### src/rtl/core/rmbd_pkg.sv
// Shared types and constants for the multibulk request deframer.
`default_nettype none
package rmbd_pkg;

  localparam int MAX_ARGS_BOUND = 1024;
  localparam int MAX_LEN_BOUND  = 1048576;

  localparam int CNT_W = 11;
  localparam int LEN_W = 21;
  localparam int IDX_W = 10;
  localparam int NUM_W = LEN_W + 4;

  localparam logic [7:0] CH_STAR   = 8'h2A;
  localparam logic [7:0] CH_DOLLAR = 8'h24;
  localparam logic [7:0] CH_CR     = 8'd13;
  localparam logic [7:0] CH_LF     = 8'd10;
  localparam logic [7:0] CH_ZERO   = 8'h30;
  localparam logic [7:0] CH_NINE   = 8'h39;
  localparam logic [7:0] CH_UPPER_A = 8'h41;
  localparam logic [7:0] CH_UPPER_Z = 8'h5A;
  localparam logic [7:0] CASE_OFFSET = 8'h20;

  localparam logic [1:0] CFG_MAX_ARGS    = 2'd0;
  localparam logic [1:0] CFG_MAX_ARG_LEN = 2'd1;

  typedef enum logic [5:0] {
    PH_STAR     = 6'b000001,
    PH_COUNT    = 6'b000010,
    PH_DOLLAR   = 6'b000100,
    PH_LEN      = 6'b001000,
    PH_DATA     = 6'b010000,
    PH_DATA_END = 6'b100000
  } phase_t;

  typedef enum logic [2:0] {
    ERR_PREFIX = 3'd0,
    ERR_NUMBER = 3'd1,
    ERR_COUNT  = 3'd2,
    ERR_LENGTH = 3'd3,
    ERR_TERM   = 3'd4
  } err_code_t;

  typedef struct packed {
    phase_t             phase;
    logic [LEN_W-1:0]   number_accum;
    logic               digit_seen;
    logic [CNT_W-1:0]   expected_args;
    logic [CNT_W-1:0]   args_done;
    logic [LEN_W-1:0]   bytes_left;
    logic [LEN_W-1:0]   current_length;
    logic               prev_was_cr;
  } parse_state_t;

  typedef struct packed {
    logic [7:0]        data_byte;
    logic              data_valid;
    logic [IDX_W-1:0]  arg_index;
    logic [LEN_W-1:0]  arg_length;
    logic              arg_start;
    logic              arg_end;
    logic              cmd_end;
    logic [CNT_W-1:0]  arg_count;
    logic              error;
    err_code_t         error_code;
  } parse_result_t;

  localparam parse_state_t STATE_CLEAR = '{
    phase:          PH_STAR,
    number_accum:   '0,
    digit_seen:     1'b0,
    expected_args:  '0,
    args_done:      '0,
    bytes_left:     '0,
    current_length: '0,
    prev_was_cr:    1'b0
  };

endpackage
`default_nettype wire

### src/rtl/core/rmbd_parse.sv
// Next-state and result logic for one request byte.
`default_nettype none
module rmbd_parse (
  input  var rmbd_pkg::parse_state_t           st,
  input  wire logic [7:0]                      in_byte,
  input  wire logic [rmbd_pkg::CNT_W-1:0]      lim_args,
  input  wire logic [rmbd_pkg::LEN_W-1:0]      lim_len,
  output rmbd_pkg::parse_state_t               st_next,
  output rmbd_pkg::parse_result_t              res
);

  logic                         is_digit;
  logic [rmbd_pkg::NUM_W-1:0]   num_value;
  logic [rmbd_pkg::LEN_W-1:0]   num_limit;
  logic                         num_over;
  logic [rmbd_pkg::LEN_W-1:0]   left_dec;
  logic [rmbd_pkg::CNT_W-1:0]   done_inc;

  assign is_digit  = (in_byte >= rmbd_pkg::CH_ZERO) && (in_byte <= rmbd_pkg::CH_NINE);
  assign num_limit = (st.phase == rmbd_pkg::PH_COUNT)
                     ? rmbd_pkg::LEN_W'(lim_args) : lim_len;
  // accum * 10 as two shifts
  assign num_value = (rmbd_pkg::NUM_W'(st.number_accum) << 3)
                   + (rmbd_pkg::NUM_W'(st.number_accum) << 1)
                   + rmbd_pkg::NUM_W'(8'(in_byte - rmbd_pkg::CH_ZERO));
  assign num_over  = num_value > rmbd_pkg::NUM_W'(num_limit);
  assign left_dec  = st.bytes_left - rmbd_pkg::LEN_W'(1);
  assign done_inc  = st.args_done + rmbd_pkg::CNT_W'(1);

  always_comb begin
    logic num_done;
    logic num_err;
    rmbd_pkg::err_code_t num_code;

    st_next        = st;
    res.data_byte  = '0;
    res.data_valid = 1'b0;
    res.arg_index  = st.args_done[rmbd_pkg::IDX_W-1:0];
    res.arg_length = st.current_length;
    res.arg_start  = 1'b0;
    res.arg_end    = 1'b0;
    res.cmd_end    = 1'b0;
    res.arg_count  = st.expected_args;
    res.error      = 1'b0;
    res.error_code = rmbd_pkg::ERR_PREFIX;

    // shared decimal-number step for the count and length lines
    num_done = 1'b0;
    num_err  = 1'b0;
    num_code = rmbd_pkg::ERR_NUMBER;
    if (st.prev_was_cr) begin
      if (in_byte == rmbd_pkg::CH_LF) begin
        num_done = 1'b1;
      end else begin
        num_err  = 1'b1;
        num_code = rmbd_pkg::ERR_TERM;
      end
    end else if (is_digit) begin
      if (num_over) begin
        num_err  = 1'b1;
        num_code = (st.phase == rmbd_pkg::PH_COUNT) ? rmbd_pkg::ERR_COUNT
                                                    : rmbd_pkg::ERR_LENGTH;
      end
    end else if (!(in_byte == rmbd_pkg::CH_CR && st.digit_seen)) begin
      num_err = 1'b1;
    end

    unique case (st.phase) inside
      rmbd_pkg::PH_STAR: begin
        if (in_byte == rmbd_pkg::CH_STAR) begin
          st_next.phase = rmbd_pkg::PH_COUNT;
        end else begin
          res.error = 1'b1;
        end
      end
      rmbd_pkg::PH_DOLLAR: begin
        if (in_byte == rmbd_pkg::CH_DOLLAR) begin
          st_next.phase = rmbd_pkg::PH_LEN;
        end else begin
          res.error = 1'b1;
        end
      end
      rmbd_pkg::PH_COUNT, rmbd_pkg::PH_LEN: begin
        if (num_err) begin
          res.error      = 1'b1;
          res.error_code = num_code;
        end else if (num_done) begin
          st_next.number_accum = '0;
          st_next.digit_seen   = 1'b0;
          st_next.prev_was_cr  = 1'b0;
          if (st.phase == rmbd_pkg::PH_COUNT) begin
            if (st.number_accum == '0) begin
              res.error      = 1'b1;
              res.error_code = rmbd_pkg::ERR_COUNT;
            end else begin
              st_next.expected_args = st.number_accum[rmbd_pkg::CNT_W-1:0];
              res.arg_count         = st.number_accum[rmbd_pkg::CNT_W-1:0];
              st_next.phase         = rmbd_pkg::PH_DOLLAR;
            end
          end else begin
            st_next.current_length = st.number_accum;
            st_next.bytes_left     = st.number_accum;
            res.arg_length         = st.number_accum;
            res.arg_start          = 1'b1;
            st_next.phase = (st.number_accum == '0) ? rmbd_pkg::PH_DATA_END
                                                    : rmbd_pkg::PH_DATA;
          end
        end else if (is_digit) begin
          st_next.number_accum = num_value[rmbd_pkg::LEN_W-1:0];
          st_next.digit_seen   = 1'b1;
        end else begin
          st_next.prev_was_cr = 1'b1;
        end
      end
      rmbd_pkg::PH_DATA: begin
        if (st.prev_was_cr && in_byte == rmbd_pkg::CH_LF) begin
          // CR LF before the declared length ran out
          res.error      = 1'b1;
          res.error_code = rmbd_pkg::ERR_TERM;
        end else begin
          res.data_valid = 1'b1;
          if (st.args_done == '0 && in_byte >= rmbd_pkg::CH_UPPER_A
              && in_byte <= rmbd_pkg::CH_UPPER_Z) begin
            res.data_byte = in_byte + rmbd_pkg::CASE_OFFSET;
          end else begin
            res.data_byte = in_byte;
          end
          st_next.bytes_left  = left_dec;
          st_next.prev_was_cr = (in_byte == rmbd_pkg::CH_CR);
          if (left_dec == '0) begin
            st_next.phase       = rmbd_pkg::PH_DATA_END;
            st_next.prev_was_cr = 1'b0;
          end
        end
      end
      default: begin
        if (!st.prev_was_cr) begin
          if (in_byte == rmbd_pkg::CH_CR && st.phase == rmbd_pkg::PH_DATA_END) begin
            st_next.prev_was_cr = 1'b1;
          end else begin
            res.error      = 1'b1;
            res.error_code = rmbd_pkg::ERR_TERM;
          end
        end else if (in_byte == rmbd_pkg::CH_LF) begin
          res.arg_end = 1'b1;
          if (done_inc >= st.expected_args) begin
            res.cmd_end = 1'b1;
            st_next     = rmbd_pkg::STATE_CLEAR;
          end else begin
            st_next.prev_was_cr = 1'b0;
            st_next.args_done   = done_inc;
            st_next.phase       = rmbd_pkg::PH_DOLLAR;
          end
        end else begin
          res.error      = 1'b1;
          res.error_code = rmbd_pkg::ERR_TERM;
        end
      end
    endcase

    if (res.error) begin
      st_next        = rmbd_pkg::STATE_CLEAR;
      res.data_byte  = '0;
      res.data_valid = 1'b0;
      res.arg_start  = 1'b0;
      res.arg_end    = 1'b0;
      res.cmd_end    = 1'b0;
    end
  end

endmodule
`default_nettype wire

### src/rtl/core/resp_multibulk_request_deframer_core.sv
// Top level of the multibulk request deframer: byte stage, parser, result register.
//
// Request bytes enter on req_valid/in_byte; the block holds req_stall high when it
// cannot take one. Every accepted byte yields exactly one result on rsp_valid and
// the result ports, in order; the receiver holds rsp_stall high to pause them.
// A byte is captured in an input register, parsed by short logic against the
// parser state, and its result lands in the output register, so every result
// is registered behind both. One byte per cycle is sustained while rsp_stall
// stays low; the single parser state register, updated once per byte, sets that.
// While a result waits under rsp_stall, one more byte is still taken into the
// input register; after that req_stall rises until the result is taken.
// Limits are written on cfg_valid/cfg_ready/cfg_index/cfg_data (cfg_ready is
// always high): index 0 is the largest argument count (low 11 bits of cfg_data),
// index 1 the largest argument length; limits over the hardware bounds are clipped.
// Reset (rst, synchronous) empties both registers, returns the parser to
// waiting for '*' and restores both limits to their default values.
`default_nettype none
module resp_multibulk_request_deframer_core (
  input  wire logic                         clk,
  input  wire logic                         rst,
  input  wire logic                         req_valid,
  output logic                              req_stall,
  input  wire logic [7:0]                   in_byte,
  output logic                              rsp_valid,
  input  wire logic                         rsp_stall,
  output logic [7:0]                        data_byte,
  output logic                              data_valid,
  output logic [rmbd_pkg::IDX_W-1:0]        arg_index,
  output logic [rmbd_pkg::LEN_W-1:0]        arg_length,
  output logic                              arg_start,
  output logic                              arg_end,
  output logic                              cmd_end,
  output logic [rmbd_pkg::CNT_W-1:0]        arg_count,
  output logic                              error,
  output logic [2:0]                        error_code,
  input  wire logic                         cfg_valid,
  output logic                              cfg_ready,
  input  wire logic [1:0]                   cfg_index,
  input  wire logic [rmbd_pkg::LEN_W-1:0]   cfg_data
);

  logic [rmbd_pkg::CNT_W-1:0] max_args;
  logic [rmbd_pkg::LEN_W-1:0] max_arg_len;
  logic [rmbd_pkg::CNT_W-1:0] lim_args;
  logic [rmbd_pkg::LEN_W-1:0] lim_len;

  logic                      byte_full;
  logic [7:0]                byte_q;
  logic                      advance;
  logic                      req_take;

  rmbd_pkg::parse_state_t    st;
  rmbd_pkg::parse_state_t    st_next;
  rmbd_pkg::parse_result_t   res_next;
  rmbd_pkg::parse_result_t   res;

  assign cfg_ready = 1'b1;

  always_ff @(posedge clk) begin
    if (rst) begin
      max_args    <= rmbd_pkg::CNT_W'(rmbd_pkg::MAX_ARGS_BOUND);
      max_arg_len <= rmbd_pkg::LEN_W'(rmbd_pkg::MAX_LEN_BOUND);
    end else if (cfg_valid && cfg_ready) begin
      unique case (cfg_index)
        rmbd_pkg::CFG_MAX_ARGS:    max_args    <= cfg_data[rmbd_pkg::CNT_W-1:0];
        rmbd_pkg::CFG_MAX_ARG_LEN: max_arg_len <= cfg_data;
        default: ;
      endcase
    end
  end

  assign lim_args = (max_args < rmbd_pkg::CNT_W'(rmbd_pkg::MAX_ARGS_BOUND))
                    ? max_args : rmbd_pkg::CNT_W'(rmbd_pkg::MAX_ARGS_BOUND);
  assign lim_len  = (max_arg_len < rmbd_pkg::LEN_W'(rmbd_pkg::MAX_LEN_BOUND))
                    ? max_arg_len : rmbd_pkg::LEN_W'(rmbd_pkg::MAX_LEN_BOUND);

  // byte moves to the result register when that register is free or draining
  assign advance   = byte_full && (!rsp_valid || !rsp_stall);
  assign req_stall = byte_full && !advance;
  assign req_take  = req_valid && !req_stall;

  always_ff @(posedge clk) begin
    if (rst) begin
      byte_full <= 1'b0;
    end else if (req_take) begin
      byte_full <= 1'b1;
    end else if (advance) begin
      byte_full <= 1'b0;
    end
  end

  always_ff @(posedge clk) begin
    if (req_take) begin
      byte_q <= in_byte;
    end
  end

  rmbd_parse u_parse (
    .st       (st),
    .in_byte  (byte_q),
    .lim_args (lim_args),
    .lim_len  (lim_len),
    .st_next  (st_next),
    .res      (res_next)
  );

  always_ff @(posedge clk) begin
    if (rst) begin
      st <= rmbd_pkg::STATE_CLEAR;
    end else if (advance) begin
      st <= st_next;
    end
  end

  always_ff @(posedge clk) begin
    if (rst) begin
      rsp_valid <= 1'b0;
    end else if (advance) begin
      rsp_valid <= 1'b1;
    end else if (!rsp_stall) begin
      rsp_valid <= 1'b0;
    end
  end

  always_ff @(posedge clk) begin
    if (advance) begin
      res <= res_next;
    end
  end

  assign data_byte  = res.data_byte;
  assign data_valid = res.data_valid;
  assign arg_index  = res.arg_index;
  assign arg_length = res.arg_length;
  assign arg_start  = res.arg_start;
  assign arg_end    = res.arg_end;
  assign cmd_end    = res.cmd_end;
  assign arg_count  = res.arg_count;
  assign error      = res.error;
  assign error_code = res.error_code;

  a_stall_needs_byte: assert property (@(posedge clk) disable iff (rst)
    req_stall |-> (byte_full && rsp_valid && rsp_stall))
    else $error("request stall without a held byte and a held result");

  a_error_clears: assert property (@(posedge clk) disable iff (rst)
    (advance && res_next.error) |=> (st.phase == rmbd_pkg::PH_STAR))
    else $error("parser not back to initial state after an error");

  a_start_enters_data: assert property (@(posedge clk) disable iff (rst)
    (advance && res_next.arg_start)
      |=> (st.phase == rmbd_pkg::PH_DATA || st.phase == rmbd_pkg::PH_DATA_END))
    else $error("argument start did not lead into argument data");

  a_cmd_end_marks: assert property (@(posedge clk) disable iff (rst)
    (rsp_valid && cmd_end) |-> (arg_end && !error && !data_valid))
    else $error("command end without argument end");

endmodule
`default_nettype wire

### config.mk
export PLATFORM = sky130hd
export DESIGN_NAME = resp_multibulk_request_deframer_core
export DESIGN_NICKNAME = d
export VERILOG_FILES = /design/src/rtl/core/rmbd_pkg.sv /design/src/rtl/core/rmbd_parse.sv /design/src/rtl/core/resp_multibulk_request_deframer_core.sv
export SDC_FILE = /design/constraint.sdc
export NUM_CORES = 1
export LEC_CHECK = 0
export BUFFER_PORTS_ARGS = -buffer_cell sky130_fd_sc_hd__buf_2
export CAP_MARGIN = 20
export CORE_UTILIZATION = 50
export CTS_CLUSTER_SIZE = 8
export DETAILED_ROUTE_END_ITERATION = 8
export PLACE_DENSITY_LB_ADDON = 0.08
export REMOVE_ABC_BUFFERS = 1
export SLEW_MARGIN = 0
export SYNTH_ARGS = -nofsm -noshare
export SYNTH_HDL_FRONTEND = slang
export SYNTH_SLANG_ARGS = --single-unit
### constraint.sdc
create_clock -name clk -period 6.3 [get_ports clk]
set_input_delay 1.575 -clock clk [delete_from_list [all_inputs] [get_ports clk]]
set_output_delay 1.575 -clock clk [all_outputs]
set_load 0.02 [all_outputs]
==> flow_summary.toml <==
[run_status]
status = "complete, no violations"

[floorplanning]
row_count = 55
fp.dieW_um = 154
die_h_um = 154
start_util = 0.508
die_area_sq_um = 23600
io_pins = 97
coreArea_sq_um = 22600

[global_route]
globalRouteTotalUtil = 0.277
grt_pass1_wl_um = 51200
grt_max_degree = 64
overflow = 0
grt_pass1_vias = 9251
grt_antenna_before_repair = 0

[place]
place_inst = 1632
place_congestion = 0.931
place_area_sq_um = 12400
io_buffers = 95
hpwlAfterDp_um = 23500

[power]
leakage_nw = 5.29
powerDensity_nw_per_um2 = 200
ir_drop_v = 0.000170
p_total_mw = 2.61

[final_layout]
stdcell_area_sq_um = 13000
nets = 1488
area_delta_synth_final_pct = 13.2
finalNonFillerCells = 1666
drive_above_1_share = 0.166

[setup_path]
cp_slowest_stage_delay_ns = 0.52
path_cells = "ha_1 -> xnor2_2 -> fa_1 -> ha_1 -> a21oi_1 -> nand2_1 -> a21oi_1 -> o21bai_1 -> a21oi_1 -> or3b_2 -> o211ai_1 -> ha_1 -> nand4_1 -> or4_1 -> nor4_1 -> a211oi_1 -> nor3_2 -> o221ai_4 -> o31ai_4 -> buf_12 -> o21a_1 -> a32o_1"
crit_type = "reg2reg"
crit_family = "compound AO/OA/AOI/OAI gates"
arrival_ns = 6.30
r2r_setup_slack_ns = 0.38
cp.required_ns = 6.67
r2r_end = "st[40]$_SDFFE_PP0P_"
cp_max_fo = 25
startpoint_type = "register"
crit_slowest_cell = "or4_1"
r2r-start = "byte_q[4]$_DFFE_PP_"
crit_cells = 22
reg2reg_depth = 22
crit_buf_inv = 1
end_kind = "register"

[routing]
antenna_left = 0
drc = 0
vias = 10015
dr.pass1.iters = 5
drt-total-wl_um = 32300
drt_iter0_drc = 674
vias_per_cell = 6.01
routedWlPerCell_um = 19.4

[sta]
rsz0062_at_grt = "false"
drv_slew = 0
period_needed_ns = 5.92
skew_ns = 0.0150
setup_viol = 0
fin_crit_sh = 0.940
finalSetupTns_ns = 0
max_freq_mhz = 169
hold_viol = 0
slew-limit-headroom = 0.284
worstMarginPinSlew_ns = 1.07

[synth]
synthDistinctLibCells = 83
synthCells = 1282
yosys_warnings = 0
synth.largest_area_cell = "dfxtp_1"
synth_top_area_share = 0.221
synth_area_sq_um = 11500
synth_most_common_cell = "nand2_1"
yosysSeqAreaShare = 0.393
synthTopCellsByCount = "189 x nand2_1, 127 x dfxtp_1, 88 x a21oi_1"
async_reset_ff_frac = 0
synth_area_leaders = "dfxtp_1 22%, edfxtp_1 17%, ha_1 8.6%, nand2_1 6.2%, a21oi_1 3.8%"
post_synth.cell_area_avg_sq_um = 8.98
ys_ff_latch = 193
synth_top_flop_cell = "dfxtp_1"
synth_edf_count = 66

[job]
drv_cap = 0

[hold_path]
hold_depth = 2
min_to = "max_arg_len[1]$_SDFFE_PP0P_"
hp-start = "max_arg_len[1]$_SDFFE_PP0P_"
hp-class = "reg2reg"

[cts]
cts.sinks = 193
cts_buffer_depth = 2
cts_buffers = 17
cts-root-buf = "clkbuf_16"
htreeDepth = 4
holdBufCountCts = 0
clk_latency_ns = 0.44
clkTransAtPathRegs_ns = 0.08
cts_tree = "yes"
-- per-layer routing --
| layer | GRT usage | part of all wire | vias to the layer above |
|---|---|---|---|
| li1 | - | - | 4910 |
| met1 | 0.394 | 0.47 | 4733 |
| met2 | 0.426 | 0.45 | 312 |
| met3 | 0.0344 | 0.051 | 60 |
| met4 | 0.111 | 0.028 | 0 |
| met5 | 0 | 0 | - |
-- cell usage in the layout, fill, tap and decap left out, drive strengths merged, types with 11 or more instances in the layout --
cell type,count
nand4,17
o21ai,71
mux2i,37
nor3,40
dfxtp,127
mux2,26
edfxtp,66
xnor2,22
clkbuf,20
buf,135
xor2,14
nand2,189
a211oi,13
nor2b,19
a32o,13
nor4,13
o31ai,21
inv,53
a21oi,89
ha,79
nor2,68
o211ai,11
nand3,55
-- stage by stage --
stage	hold slack [ns]	setup slack [ns]	utilization
after floorplan	0.425	-0.440	-
after global placement	0.441	0.283	0.547
after detailed placement	0.444	0.161	0.548
after CTS	0.456	0.124	0.573
after global routing	0.471	0.0573	0.575
final	0.455	0.378	0.575
-- how the worst max path moves through the flow --
| stage | startpoint | to | slack [ns] |
|---|---|---|---|
| floorplan | byte_q[5]$_DFFE_PP_ | st[40]$_SDFFE_PP0P_ | -0.44 |
| detailed placement | byte_q[4]$_DFFE_PP_ | st[32]$_SDFFE_PP0P_ | 0.16 |
| global placement | byte_q[4]$_DFFE_PP_ | st[32]$_SDFFE_PP0P_ | 0.28 |
| finish | byte_q[4]$_DFFE_PP_ | st[40]$_SDFFE_PP0P_ | 0.38 |
| CTS | byte_q[4]$_DFFE_PP_ | st[32]$_SDFFE_PP0P_ | 0.12 |
| global route | byte_q[4]$_DFFE_PP_ | st[40]$_SDFFE_PP0P_ | 0.06 |
-- repair_timing --
item / 4_1_cts / 5_1_grt
endpoints found under the setup margin: 0 / 84
setup buffers: 0 / 0
gates resized for setup: 0 / 6
-- cell type report --
class / count / area (sq um)
repair buffers: 135 / 812
fillers: 2045 / 9620
clock buffers: 20 / 447
well taps: 285 / 357
inverters: 49 / 184
clock inverters: 12 / 120
flip-flops and latches: 193 / 4520
diodes: 1 / 2.50
multi-input cells: 971 / 6580
-- worst min-delay path, cell delays in order, from the launching register on --
cell and delay [ns]:
dfxtp_1 0.31, nand2_1 0.05, a21oi_1 0.05
-- logic make-up after synthesis --
| kind of cell | after synthesis | share of synthesized area |
|---|---|---|
| AOI/OAI and AO/OA | 311 | 0.183 |
| adders and majority gates | 85 | 0.0963 |
| xor gates and xnor gates | 36 | 0.0274 |
| and+or+nand+nor | 475 | 0.201 |
| muxes | 63 | 0.0576 |
| buffers and inverters | 118 | 0.0414 |
| DFF | 193 | 0.393 |
| other | 1 | 0.000326 |
-- power by group --
part / internal [mW] / leakage, nW / switching [mW] / total, mW
Clock: 0.533 / 0.270 / 0.532 / 1.07
Sequential: 1.31 / 1.65 / 0.0147 / 1.33
Combinational: 0.0718 / 3.36 / 0.143 / 0.214
Total: 1.92 / 5.29 / 0.690 / 2.61
-- flip-flops by register name, summed over array words and instances (netlist names), 3 cells and up --
signal,count
arg_length,21
arg_count,11
error_code,3
byte_q,8
arg_index,10
max_args,11
st,93
data_byte,8
max_arg_len,21
(Power assumes the default switching activity.)
